## config.mk

```make
export PLATFORM = sky130hd
export DESIGN_NAME = level_outlier_qualifier_top_flat
export DESIGN_NICKNAME = d
export VERILOG_FILES = /design/src/sv/loq_pkg.sv /design/src/sv/loq_if.sv /design/src/sv/loq_eval.sv /design/src/sv/level_outlier_qualifier_top.sv /design/src/flat_wrapper.sv
export SDC_FILE = /design/constraint.sdc
export NUM_CORES = 1
export LEC_CHECK = 0
export BUFFER_PORTS_ARGS = -buffer_cell sky130_fd_sc_hd__buf_2
export CELL_PAD_IN_SITES_DETAIL_PLACEMENT = 1
export CELL_PAD_IN_SITES_GLOBAL_PLACEMENT = 1
export CORE_UTILIZATION = 35
export DETAILED_ROUTE_END_ITERATION = 7
export GPL_TIMING_DRIVEN = 1
export PLACE_DENSITY_LB_ADDON = 0.1
export SLEW_MARGIN = 20
export SYNTH_ARGS = -nofsm -noshare
export SYNTH_HDL_FRONTEND = slang
export SYNTH_SLANG_ARGS = --single-unit
```

## constraint.sdc

```tcl
create_clock -name clock -period 17.1 [get_ports clock]
set_input_delay 1.71 -clock clock [delete_from_list [all_inputs] [get_ports clock]]
set_output_delay 1.71 -clock clock [all_outputs]
set_load 0.005 [all_outputs]
```

## src/sv/loq_pkg.sv

```systemverilog
// ----------------------------------------------------------------------------
// loq_pkg
// shared types, widths and codes of the level outlier qualifier
// ----------------------------------------------------------------------------
package loq_pkg;

   localparam int LEVEL_W = 16;
   localparam int Q_W     = 20;   // unsigned Q16.4 quantities
   localparam int FRAC_W  = 4;
   localparam int COUNT_W = 8;
   localparam int CSR_IDX_W  = 2;
   localparam int CSR_DATA_W = 20;

   localparam int COUNT_MAX_DEFAULT = 255;

   // configuration register indexes
   localparam logic [CSR_IDX_W-1:0] CSR_DEVIATION_LIMIT = 2'd0;
   localparam logic [CSR_IDX_W-1:0] CSR_MEAN_TOLERANCE  = 2'd1;
   localparam logic [CSR_IDX_W-1:0] CSR_ALARM_COUNT     = 2'd2;

   localparam logic [Q_W-1:0]     DEVIATION_LIMIT_RST = 20'd160;
   localparam logic [Q_W-1:0]     MEAN_TOLERANCE_RST  = 20'd320;
   localparam logic [COUNT_W-1:0] ALARM_COUNT_RST     = 8'd5;

   typedef enum logic {
      OP_EVALUATE = 1'b0,
      OP_CLEAR    = 1'b1
   } op_type;

   typedef enum logic [1:0] {
      VERDICT_OK         = 2'd0,
      VERDICT_ALARM      = 2'd1,
      VERDICT_HEAD_RESET = 2'd2
   } verdict_type;

   typedef struct packed {
      op_type              operation;
      logic [LEVEL_W-1:0]  level;
      logic [Q_W-1:0]      mean_level;
      logic [Q_W-1:0]      deviation;
   } req_item_type;

   typedef struct packed {
      verdict_type         verdict;
      logic                outlier_flag;
      logic [COUNT_W-1:0]  outlier_count;
      logic [LEVEL_W-1:0]  bad_value;
      logic [LEVEL_W-1:0]  good_value;
   } rsp_item_type;

   typedef struct packed {
      logic [COUNT_W-1:0]  count;
      logic [LEVEL_W-1:0]  bad;
      logic [LEVEL_W-1:0]  good;
   } state_type;

   typedef struct packed {
      logic [Q_W-1:0]      deviation_limit;
      logic [Q_W-1:0]      mean_tolerance;
      logic [COUNT_W-1:0]  alarm_count;
   } cfg_type;

endpackage

```

## src/sv/loq_if.sv

```systemverilog
// ----------------------------------------------------------------------------
// loq_if
// valid/ready channels for report items and result items
// ----------------------------------------------------------------------------
interface loq_req_if
   import loq_pkg::*;
   ();
   logic                valid;
   logic                ready;
   logic                operation;
   logic [LEVEL_W-1:0]  level;
   logic [Q_W-1:0]      mean_level;
   logic [Q_W-1:0]      deviation;

   modport source (output valid, output operation, output level,
                   output mean_level, output deviation, input ready);
   modport sink   (input valid, input operation, input level,
                   input mean_level, input deviation, output ready);
endinterface

interface loq_rsp_if
   import loq_pkg::*;
   ();
   logic                valid;
   logic                ready;
   logic [1:0]          verdict;
   logic                outlier_flag;
   logic [COUNT_W-1:0]  outlier_count;
   logic [LEVEL_W-1:0]  bad_value;
   logic [LEVEL_W-1:0]  good_value;

   modport source (output valid, output verdict, output outlier_flag,
                   output outlier_count, output bad_value, output good_value,
                   input ready);
   modport sink   (input valid, input verdict, input outlier_flag,
                   input outlier_count, input bad_value, input good_value,
                   output ready);
endinterface

```

## src/sv/loq_eval.sv

```systemverilog
// ----------------------------------------------------------------------------
// loq_eval
// one-pass qualification of a report against the outlier state
// ----------------------------------------------------------------------------
module loq_eval
   import loq_pkg::*;
#(
   parameter int COUNT_MAX = COUNT_MAX_DEFAULT
) (
   input  req_item_type item,
   input  state_type    state,
   input  cfg_type      cfg,
   output state_type    state_next,
   output rsp_item_type result
);

   localparam int CountSatInt = (COUNT_MAX < 255) ? COUNT_MAX : 255;
   localparam logic [COUNT_W-1:0] CountSat = COUNT_W'(CountSatInt);

   logic                outlier;
   logic [COUNT_W-1:0]  count_inc;
   logic [LEVEL_W-1:0]  bad_eff;
   logic [LEVEL_W-1:0]  good_eff;
   logic [Q_W-1:0]      bad_center;
   logic [Q_W-1:0]      good_center;
   logic [Q_W:0]        mean_plus_tol;
   logic                in_bad_win;
   logic                in_good_win;

   assign outlier   = item.deviation > cfg.deviation_limit;
   assign count_inc = (state.count < CountSat) ? state.count + 1'b1 : state.count;

   // refresh of good value happens only with an empty count
   assign bad_eff  = (state.count == '0) ? '0 : state.bad;
   assign good_eff = (state.count == '0) ? item.mean_level[Q_W-1:FRAC_W] : state.good;

   assign bad_center    = {bad_eff, {FRAC_W{1'b0}}};
   assign good_center   = {good_eff, {FRAC_W{1'b0}}};
   assign mean_plus_tol = {1'b0, item.mean_level} + {1'b0, cfg.mean_tolerance};

   // c - tol <= m <= c + tol, rewritten without any wrap
   assign in_bad_win  = ({1'b0, item.mean_level} <= {1'b0, bad_center} + {1'b0, cfg.mean_tolerance})
                        && (mean_plus_tol >= {1'b0, bad_center});
   assign in_good_win = ({1'b0, item.mean_level} <= {1'b0, good_center} + {1'b0, cfg.mean_tolerance})
                        && (mean_plus_tol >= {1'b0, good_center});

   always_comb begin
      state_next          = state;
      result.verdict      = VERDICT_OK;
      result.outlier_flag = 1'b0;
      unique case (item.operation)
         OP_CLEAR: begin
            state_next = '0;
         end
         OP_EVALUATE: begin
            if (outlier) begin
               result.outlier_flag = 1'b1;
               state_next.count    = count_inc;
               if (count_inc == COUNT_W'(1)) begin
                  state_next.bad = item.level;
               end
               if (count_inc >= cfg.alarm_count) begin
                  result.verdict = VERDICT_ALARM;
               end
            end else begin
               state_next.bad  = bad_eff;
               state_next.good = good_eff;
               if (in_bad_win) begin
                  result.verdict = VERDICT_HEAD_RESET;
               end else if (in_good_win) begin
                  state_next.count = '0;
               end
            end
         end
         default: begin
            state_next = state;
         end
      endcase
      result.outlier_count = state_next.count;
      result.bad_value     = state_next.bad;
      result.good_value    = state_next.good;
   end

endmodule

```

## src/sv/level_outlier_qualifier_top.sv

```systemverilog
// ----------------------------------------------------------------------------
// level_outlier_qualifier_top
// qualifies sensor level reports, tracks outliers, raises alarm / head reset
// ----------------------------------------------------------------------------
//  port   | dir | handshake       | carries
//  req    | in  | valid / ready   | operation, level, mean_level, deviation
//  rsp    | out | valid / ready   | verdict, outlier_flag, outlier_count,
//         |     |                 | bad_value, good_value
//  csr_*  | in  | csr_wr_en only  | csr_index, csr_wr_data
//
//  one item per cycle sustained while rsp is ready; an accepted item goes into the
//  input register, then through the qualify logic into the result register
//  state is updated as an item moves into the result register, so the next
//  item in the input register already sees it
//  a stalled rsp holds the result; the input register still fills, then req
//  ready drops until the result register frees up
//  reset (synchronous, active high) empties both stages, zeroes outlier
//  state and loads the register defaults
// ----------------------------------------------------------------------------
module level_outlier_qualifier_top
   import loq_pkg::*;
#(
   parameter int COUNT_MAX = COUNT_MAX_DEFAULT
) (
   input  logic                  clock,
   input  logic                  reset,
   loq_req_if.sink               req,
   loq_rsp_if.source             rsp,
   input  logic                  csr_wr_en,
   input  logic [CSR_IDX_W-1:0]  csr_index,
   input  logic [CSR_DATA_W-1:0] csr_wr_data
);

   localparam int CountSatInt = (COUNT_MAX < 255) ? COUNT_MAX : 255;
   localparam logic [COUNT_W-1:0] CountSat = COUNT_W'(CountSatInt);

   // input stage
   logic          in_vld_ff;
   logic          in_vld_in;
   req_item_type  in_ff;
   req_item_type  req_item;

   // result stage
   logic          rsp_vld_ff;
   logic          rsp_vld_in;
   rsp_item_type  rsp_ff;
   rsp_item_type  eval_result;

   // outlier state and configuration
   state_type     state_ff;
   state_type     state_in;
   state_type     eval_state;
   cfg_type       cfg_ff;
   cfg_type       cfg_in;

   logic          advance;
   logic          req_take;

   // move an item forward when the result register is empty or being drained
   assign advance  = in_vld_ff && (!rsp_vld_ff || rsp.ready);
   assign req.ready = !in_vld_ff || advance;
   assign req_take = req.valid && req.ready;

   assign req_item.operation  = op_type'(req.operation);
   assign req_item.level      = req.level;
   assign req_item.mean_level = req.mean_level;
   assign req_item.deviation  = req.deviation;

   loq_eval #(
      .COUNT_MAX (COUNT_MAX)
   ) u_eval (
      .item       (in_ff),
      .state      (state_ff),
      .cfg        (cfg_ff),
      .state_next (eval_state),
      .result     (eval_result)
   );

   always_comb begin
      in_vld_in  = req_take ? 1'b1 : (advance ? 1'b0 : in_vld_ff);
      rsp_vld_in = advance ? 1'b1 : ((rsp_vld_ff && rsp.ready) ? 1'b0 : rsp_vld_ff);
      state_in   = advance ? eval_state : state_ff;
   end

   // register writes; indexes past the list are dropped
   always_comb begin
      cfg_in = cfg_ff;
      if (csr_wr_en) begin
         unique case (csr_index)
            CSR_DEVIATION_LIMIT: cfg_in.deviation_limit = csr_wr_data[Q_W-1:0];
            CSR_MEAN_TOLERANCE:  cfg_in.mean_tolerance  = csr_wr_data[Q_W-1:0];
            CSR_ALARM_COUNT:     cfg_in.alarm_count     = csr_wr_data[COUNT_W-1:0];
            default:             cfg_in = cfg_ff;
         endcase
      end
   end

   // control and state
   always_ff @(posedge clock) begin
      if (reset) begin
         in_vld_ff              <= 1'b0;
         rsp_vld_ff             <= 1'b0;
         state_ff               <= '0;
         cfg_ff.deviation_limit <= DEVIATION_LIMIT_RST;
         cfg_ff.mean_tolerance  <= MEAN_TOLERANCE_RST;
         cfg_ff.alarm_count     <= ALARM_COUNT_RST;
      end else begin
         in_vld_ff  <= in_vld_in;
         rsp_vld_ff <= rsp_vld_in;
         state_ff   <= state_in;
         cfg_ff     <= cfg_in;
      end
   end

   // payload registers
   always_ff @(posedge clock) begin
      if (req_take) begin
         in_ff <= req_item;
      end
      if (advance) begin
         rsp_ff <= eval_result;
      end
   end

   assign rsp.valid         = rsp_vld_ff;
   assign rsp.verdict       = rsp_ff.verdict;
   assign rsp.outlier_flag  = rsp_ff.outlier_flag;
   assign rsp.outlier_count = rsp_ff.outlier_count;
   assign rsp.bad_value     = rsp_ff.bad_value;
   assign rsp.good_value    = rsp_ff.good_value;

   // count never passes its saturation point
   a_count_sat: assert property (@(posedge clock) disable iff (reset)
      state_ff.count <= CountSat)
      else $error("outlier count above saturation");

   // a clear item leaves all outlier state zero
   a_clear_zeroes: assert property (@(posedge clock) disable iff (reset)
      advance && (in_ff.operation == OP_CLEAR) |=>
         (state_ff.count == '0) && (state_ff.bad == '0) && (state_ff.good == '0))
      else $error("clear did not zero outlier state");

   // an outlier result never asks for a head reset and always has a count
   a_outlier_result: assert property (@(posedge clock) disable iff (reset)
      rsp_vld_ff && rsp_ff.outlier_flag |->
         (rsp_ff.verdict != VERDICT_HEAD_RESET) && (rsp_ff.outlier_count != '0))
      else $error("inconsistent outlier result");

   // a waiting item is not dropped while the result side is stalled
   a_input_held: assert property (@(posedge clock) disable iff (reset)
      in_vld_ff && !advance |=> in_vld_ff && $stable(in_ff))
      else $error("input register lost an item");

   // result register reports exactly what the state holds after its item
   a_rsp_matches_state: assert property (@(posedge clock) disable iff (reset)
      advance |=> (rsp_ff.outlier_count == state_ff.count)
         && (rsp_ff.bad_value == state_ff.bad) && (rsp_ff.good_value == state_ff.good))
      else $error("result does not match updated state");

endmodule

```

## src/flat_wrapper.sv

```systemverilog
// flat-port wrapper written by rule: the top's interface ports become plain ports
module level_outlier_qualifier_top_flat import loq_pkg::*;
#(
   parameter int COUNT_MAX = COUNT_MAX_DEFAULT
)
  (clock, reset, csr_wr_en, csr_index, csr_wr_data, req_valid, req_operation, req_level, req_mean_level, req_deviation, req_ready, rsp_valid, rsp_verdict, rsp_outlier_flag, rsp_outlier_count, rsp_bad_value, rsp_good_value, rsp_ready);
  loq_req_if req_i ();
  loq_rsp_if rsp_i ();
  input  logic clock;
  input  logic reset;
  input  logic csr_wr_en;
  input  logic [CSR_IDX_W-1:0] csr_index;
  input  logic [CSR_DATA_W-1:0] csr_wr_data;
  input wire logic [$bits(req_i.valid)-1:0] req_valid;
  input wire logic [$bits(req_i.operation)-1:0] req_operation;
  input wire logic [$bits(req_i.level)-1:0] req_level;
  input wire logic [$bits(req_i.mean_level)-1:0] req_mean_level;
  input wire logic [$bits(req_i.deviation)-1:0] req_deviation;
  output wire logic [$bits(req_i.ready)-1:0] req_ready;
  output wire logic [$bits(rsp_i.valid)-1:0] rsp_valid;
  output wire logic [$bits(rsp_i.verdict)-1:0] rsp_verdict;
  output wire logic [$bits(rsp_i.outlier_flag)-1:0] rsp_outlier_flag;
  output wire logic [$bits(rsp_i.outlier_count)-1:0] rsp_outlier_count;
  output wire logic [$bits(rsp_i.bad_value)-1:0] rsp_bad_value;
  output wire logic [$bits(rsp_i.good_value)-1:0] rsp_good_value;
  input wire logic [$bits(rsp_i.ready)-1:0] rsp_ready;
  assign req_i.valid = req_valid;
  assign req_i.operation = req_operation;
  assign req_i.level = req_level;
  assign req_i.mean_level = req_mean_level;
  assign req_i.deviation = req_deviation;
  assign req_ready = req_i.ready;
  assign rsp_valid = rsp_i.valid;
  assign rsp_verdict = rsp_i.verdict;
  assign rsp_outlier_flag = rsp_i.outlier_flag;
  assign rsp_outlier_count = rsp_i.outlier_count;
  assign rsp_bad_value = rsp_i.bad_value;
  assign rsp_good_value = rsp_i.good_value;
  assign rsp_i.ready = rsp_ready;
  level_outlier_qualifier_top #(.COUNT_MAX(COUNT_MAX)) u_core (.clock(clock), .reset(reset), .req(req_i), .rsp(rsp_i), .csr_wr_en(csr_wr_en), .csr_index(csr_index), .csr_wr_data(csr_wr_data));
endmodule
```

Yosys cells after proc, flatten, opt, wreduce, memory -nomap -nowiden

Cells that the tools add are included.

ROM bits: 0
Bits in registers: 190
Bits in latches: 0
Memory bits (writable): 0
Word-level logic and storage cells: 65
Input bits: 84
Output and inout bits: 45
Memories kept: 0

$add $sub $neg: 4
Order comparisons: 7
Reduce and logical (&&, ||, !) cells: 16
Divide/modulo/power cells: 0
Equality and inequality tests: 3
Bitwise logic cells: 1
Mux-type cells: 17
Shift-type cells: 0
$mul: 0

Operators with widths:

| kind                                                                   | count |
|---|---|
| 40-bit case mux with 2 select lines                                    | 1 |
| 16-bit 2-to-1 mux                                                      | 4 |
| 20-bit by 20-bit adder with 21-bit output                              | 3 |
| 21-bit by 20-bit >= comparator with 1-bit output                       | 2 |
| 20-bit by 21-bit <= comparator with 1-bit output                       | 2 |
| 24-bit 2-to-1 mux                                                      | 1 |
| 8-bit 2-to-1 mux                                                       | 3 |
| 20-bit greater-than comparator                                         | 1 |
| 8-bit by 1-bit adder with 8-bit output (second input constant)         | 1 |
| 8-bit by 1-bit equality test with 1-bit output (second input constant) | 1 |
| 8-bit >= comparator                                                    | 1 |
| 8-bit zero test                                                        | 1 |
| 8-bit < comparator (second input constant)                             | 1 |
| 1-bit 2-to-1 mux                                                       | 6 |
| 2-bit AND reduction                                                    | 3 |
| 1-bit logical AND                                                      | 5 |
| 2-bit 2-to-1 mux                                                       | 2 |
| 2-bit nonzero test                                                     | 2 |
| 2-bit by 1-bit equality test with 1-bit output (second input constant) | 1 |
| 2-bit equality test (second input constant)                            | 1 |
| 1-bit zero test                                                        | 2 |
| 2-bit zero test                                                        | 1 |
| 1-bit logical OR                                                       | 2 |
| 1-bit inverter                                                         | 1 |

Longest topological paths before layout

Depth in word-level cells: 9
Mapped depth: 29
Depth with buffers taken out: 27

Modules after synthesis

Synthesis repeated with hierarchy kept, for this count alone.

Cells, all modules: 1,307
Area, all modules: 12,746.0 µm²

By module, submodules not included:

| module                      | area each (µm²) | cells an instance | times used | sequential area each (µm²) |
|---|---|---|---|---|
| level_outlier_qualifier_top | 6,582.6         | 490               | 1          | 4,804.6 |
| loq_eval                    | 6,163.4         | 817               | 1          | 0.0 |

Least setup slack after synthesis

Ideal clock, no wire load.

Path kind: flip-flop to flip-flop
Start point: register u_core.state_ff[32] in the netlist's numbering
End point: register u_core.rsp_ff, in the netlist u_core.rsp.outlier_count[2] (data pin)
Cell stages (with the launch flop): 30
Required time: 16,947 ps
Setup time: 153 ps
Slack: 11,517 ps
Arrival: 5,431 ps
Path buffers: 3
Clock period less this slack: 5,583 ps
Path through: dfxtp_1 inv_1 ha_1 or4b_1 or2_2 clkbuf_1 clkbuf_1 clkbuf_1 nand2_1 inv_1 ha_1 a21o_1 a21o_1 a21oi_1 nor2b_1 a41oi_1 a21oi_1 a21o_1 a21oi_1 xor2_1 ha_1 and3_1 a221o_1 a31oi_1 nand4_1 nand4_1 o2bb2ai_1 o21ai_1 nand3_1 o21ai_0

RTL lines:

| element                | RTL line                           | RTL |
|---|---|---|
| from (decl)            | level_outlier_qualifier_top.sv:50  | `state_type state_ff;` |
| from (signal assigned) | level_outlier_qualifier_top.sv:110 | `state_ff <= state_in;` |
| to (signal assigned)   | level_outlier_qualifier_top.sv:121 | `rsp_ff <= eval_result;` |
| to (decl)              | level_outlier_qualifier_top.sv:46  | `rsp_item_type rsp_ff;` |

==> flow_metrics.env <==
export IMPL_outcome="complete, no violations"
export IMPL_numCtsBuffers=17
export IMPL_synthCells=1209
export IMPL_synthArstFlopShare=0
export IMPL_die_y_um=185
export IMPL_p_clk_frac=0.377
export IMPL_p_seq_frac=0.449
export IMPL_first_pass_iters=4
export IMPL_instances_no_fill=1783
export IMPL_synth_warnings=0
export IMPL_crit_family="compound AO/OA/AOI/OAI gates"
export IMPL_synth_edf_count=100
export IMPL_slowest_stage="or2_2"
export IMPL_area_growth_pct=15.0
export IMPL_viasPerCell=5.25
export IMPL_post_place_cells=1751
export IMPL_cap_violations=0
export IMPL_finalClockSkew_ps=14.7
export IMPL_grt_pass1_wl_mm=53.5
export IMPL_worstSetupStartpointType="register"
export IMPL_timing_fmax_ghz=0.151
export IMPL_die_w_um=185
export IMPL_cp_data_arrival_time_ps=6920
export IMPL_die_area_um2=34100
export IMPL_clkLatencyLatePin_ps=450
export IMPL_ioPinCount=129
export IMPL_drt_iter0_markers=483
export IMPL_wirelength_mm=34.5
export IMPL_cts_root_buffer="clkbuf_16"
export IMPL_antennaDiodeCount=0
export IMPL_fin_crit_ps=6630
export IMPL_cpPeakStageDelay_ps=630
export IMPL_cts_tree="done"
export IMPL_netSwitchingFraction=0.277
export IMPL_p_int_mw=0.831
export IMPL_seq_area_um2=4800
export IMPL_syn_cell_area_um2=11700
export IMPL_cts_setup_buffers=0
export IMPL_gp_congestion=0.913
export IMPL_io_buffers=128
export IMPL_cp_end_kind="register"
export IMPL_power_switching_mw=0.318
export IMPL_maxSlewViolCount=0
export IMPL_synth_cell_type_count=65
export IMPL_cp_num_buf_inv=1
export IMPL_rsz0062_at_grt="false"
export IMPL_setup_viol=0
export IMPL_nets=1564
export IMPL_rows=66
export IMPL_tns_ps=0
export IMPL_syn_area_per_cell_um2=9.65
export IMPL_crit_type="reg -> reg"
export IMPL_clock_path_buffers=2
export IMPL_path_clk_slew_ps=70
export IMPL_first_global_vias=9622
export IMPL_post_cts_resized=0
export IMPL_synth_seq_area_share=0.412
export IMPL_start_util=0.357
export IMPL_power_density_nw_per_um2=85.6
export IMPL_timing_final_crit_share=0.388
export IMPL_syn_nets=1445
export IMPL_finalHoldViolCount=0
export IMPL_coreArea_um2=32700
export IMPL_route_vias_total=9364
export IMPL_wl_per_cell_um=19.3
export IMPL_relSlewSlack=0.421
export IMPL_cp_max_fo=32
export IMPL_dp_hpwl_mm=27.0
export IMPL_fillers=3803
export IMPL_hp_class="reg -> reg"
export IMPL_yosys_most_used_dff="edfxtp_1"
export IMPL_tightest_slew_ps=869
export IMPL_grt_max_degree=77
export IMPL_final_core_util=0.411
export IMPL_drive_gt1_frac=0.154
export IMPL_postRouteAntennaNets=0
export IMPL_max_vdd_ir_drop_mv=0.0719
export IMPL_multi_input_area_um2=6370
export IMPL_share_comb_of_total_power=0.173
export IMPL_hold_buffers=0
export IMPL_critPathRequiredTime_ps=17380
export IMPL_grt_overflow=0
export IMPL_antenna_found_initial=1
export IMPL_p_leak_nw=5.88
export IMPL_htree_levels=4
export IMPL_ys_seq_elements=190
export IMPL_grt_usage=0.210
export IMPL_cts_num_sinks=190
export IMPL_drcViolationCount=0
==> flip-flops by register name, indices dropped and copies added, names as in the netlist <==
register and cells:
u_core.cfg_ff 48, u_core.in_ff 57, u_core.in_vld_ff 1, u_core.rsp.bad_value 16, u_core.rsp.good_value 16, u_core.rsp.outlier_count 8, u_core.rsp.outlier_flag 1, u_core.rsp.valid 1
u_core.rsp.verdict 2, u_core.state_ff 40
==> layout by cell type, fill, tap and decap left out, types with 7 or more instances in the layout <==
master	synthesis	routed
a22o_1	32	32
o211ai_1	8	8
buf_2	4	128
nand2_1	158	158
xnor2_1	24	24
nand4_1	19	19
ha_1	149	149
a22oi_1	8	8
buf_4	0	10
nor2_1	59	59
a21oi_1	123	123
clkbuf_16	0	18
nand3_1	23	23
nor3_1	12	12
a21o_1	39	39
nand2b_1	16	16
inv_1	91	91
and4_1	7	7
mux2_2	16	16
o21ai_0	40	40
xor2_1	23	23
edfxtp_1	100	100
dfxtp_1	90	90
mux2i_1	24	24
==> synthesized netlist by cell type, types with 30 or more instances <==
cell type / count / area, um^2
a21o_1: 39 / 293
a22o_1: 32 / 280
a21oi_1: 123 / 616
nand2_1: 158 / 593
dfxtp_1: 90 / 1800
o21ai_0: 40 / 200
nor2_1: 59 / 221
inv_1: 91 / 342
clkbuf_1: 30 / 113
edfxtp_1: 100 / 3000
ha_1: 149 / 1860
==> cell type report <==
type	instances	share of cell area
timing repair buffer	138	0.0533
clock buffer	22	0.0362
sequential	190	0.358
clock inverter	10	0.0110
multi-input combinational	889	0.475
tap	442	0.0412
inverter	92	0.0257
==> power groups by stage <==
stage	registers, mW	clock network (mW)	logic [mW]
2_1_floorplan	0.520	0	0.132
3_3_place_gp	0.526	0	0.196
3_5_place_dp	0.526	0	0.200
4_1_cts	0.516	0.447	0.202
5_1_grt	0.518	0.463	0.223
6_report	0.516	0.434	0.199
==> per-layer routing <==
| metal | GRT usage | vias to the layer above | routed length (um) |
|---|---|---|---|
| met5 | 0 | - | 15 |
| met3 | 0.0336 | 23 | 944 |
| met2 | 0.362 | 145 | 16800 |
| li1 | - | 4612 | - |
| met4 | 0.0575 | 2 | 478 |
| met1 | 0.270 | 4582 | 16300 |
==> final timing paths <==
path,startpoint,to,slack [ps],depth (start not counted)
max reg2reg,u_core.state_ff[32]$_SDFFE_PP0P_,u_core.rsp.outlier_count[5]$_DFFE_PP_,10470,25
min,u_core.cfg_ff[43]$_SDFFE_PP0P_,u_core.cfg_ff[43]$_SDFFE_PP0P_,460,2
max,u_core.state_ff[32]$_SDFFE_PP0P_,u_core.rsp.outlier_count[5]$_DFFE_PP_,10470,25
min reg2reg,u_core.cfg_ff[43]$_SDFFE_PP0P_,u_core.cfg_ff[43]$_SDFFE_PP0P_,460,2
==> worst register-to-register path, stage by stage, from the launching register on <==
cell and delay (ps):
dfxtp_1 350, inv_1 150, ha_1 180, or4b_1 520, or2_2 630, and2_1 320, ha_1 280, a21o_1 190
o221ai_1 210, a21bo_2 200, a21oi_1 120, a41oi_1 280, a21oi_1 130, a21o_1 190, a21oi_1 170, xor2_1 180
ha_1 260, and3_1 210, a221o_1 340, a31oi_1 210, nand4_1 120, nand4_1 110, o2bb2ai_1 150, o21ai_1 620
nand3_1 210, o21ai_0 120
==> stage by stage <==
step	hold slack, ps	setup WS, ps	area [um^2]	total power, mW
3_5_place_dp	452	10470	12800	0.727
4_1_cts	462	10420	13400	1.16
2_1_floorplan	436	11520	11700	0.652
5_1_grt	478	9930	13400	1.20
3_3_place_gp	442	10600	12800	0.723
6_report	460	10470	13400	1.15
==> logic make-up (layout without fill, tap and decap cells) <==
| kind of cell | after synthesis | after routing | share of synthesized area |
|---|---|---|---|
| AND/OR/NAND/NOR | 343 | 343 | 0.140 |
| flip-flops | 190 | 190 | 0.412 |
| multiplexers | 40 | 40 | 0.0360 |
| buffers and inverters | 130 | 262 | 0.0435 |
| adder cells (fa/ha/maj) | 152 | 152 | 0.165 |
| XOR/XNOR | 47 | 47 | 0.0353 |
| AO/OA/AOI/OAI | 307 | 307 | 0.169 |
No activity file was read; power rests on OpenSTA's default activity.
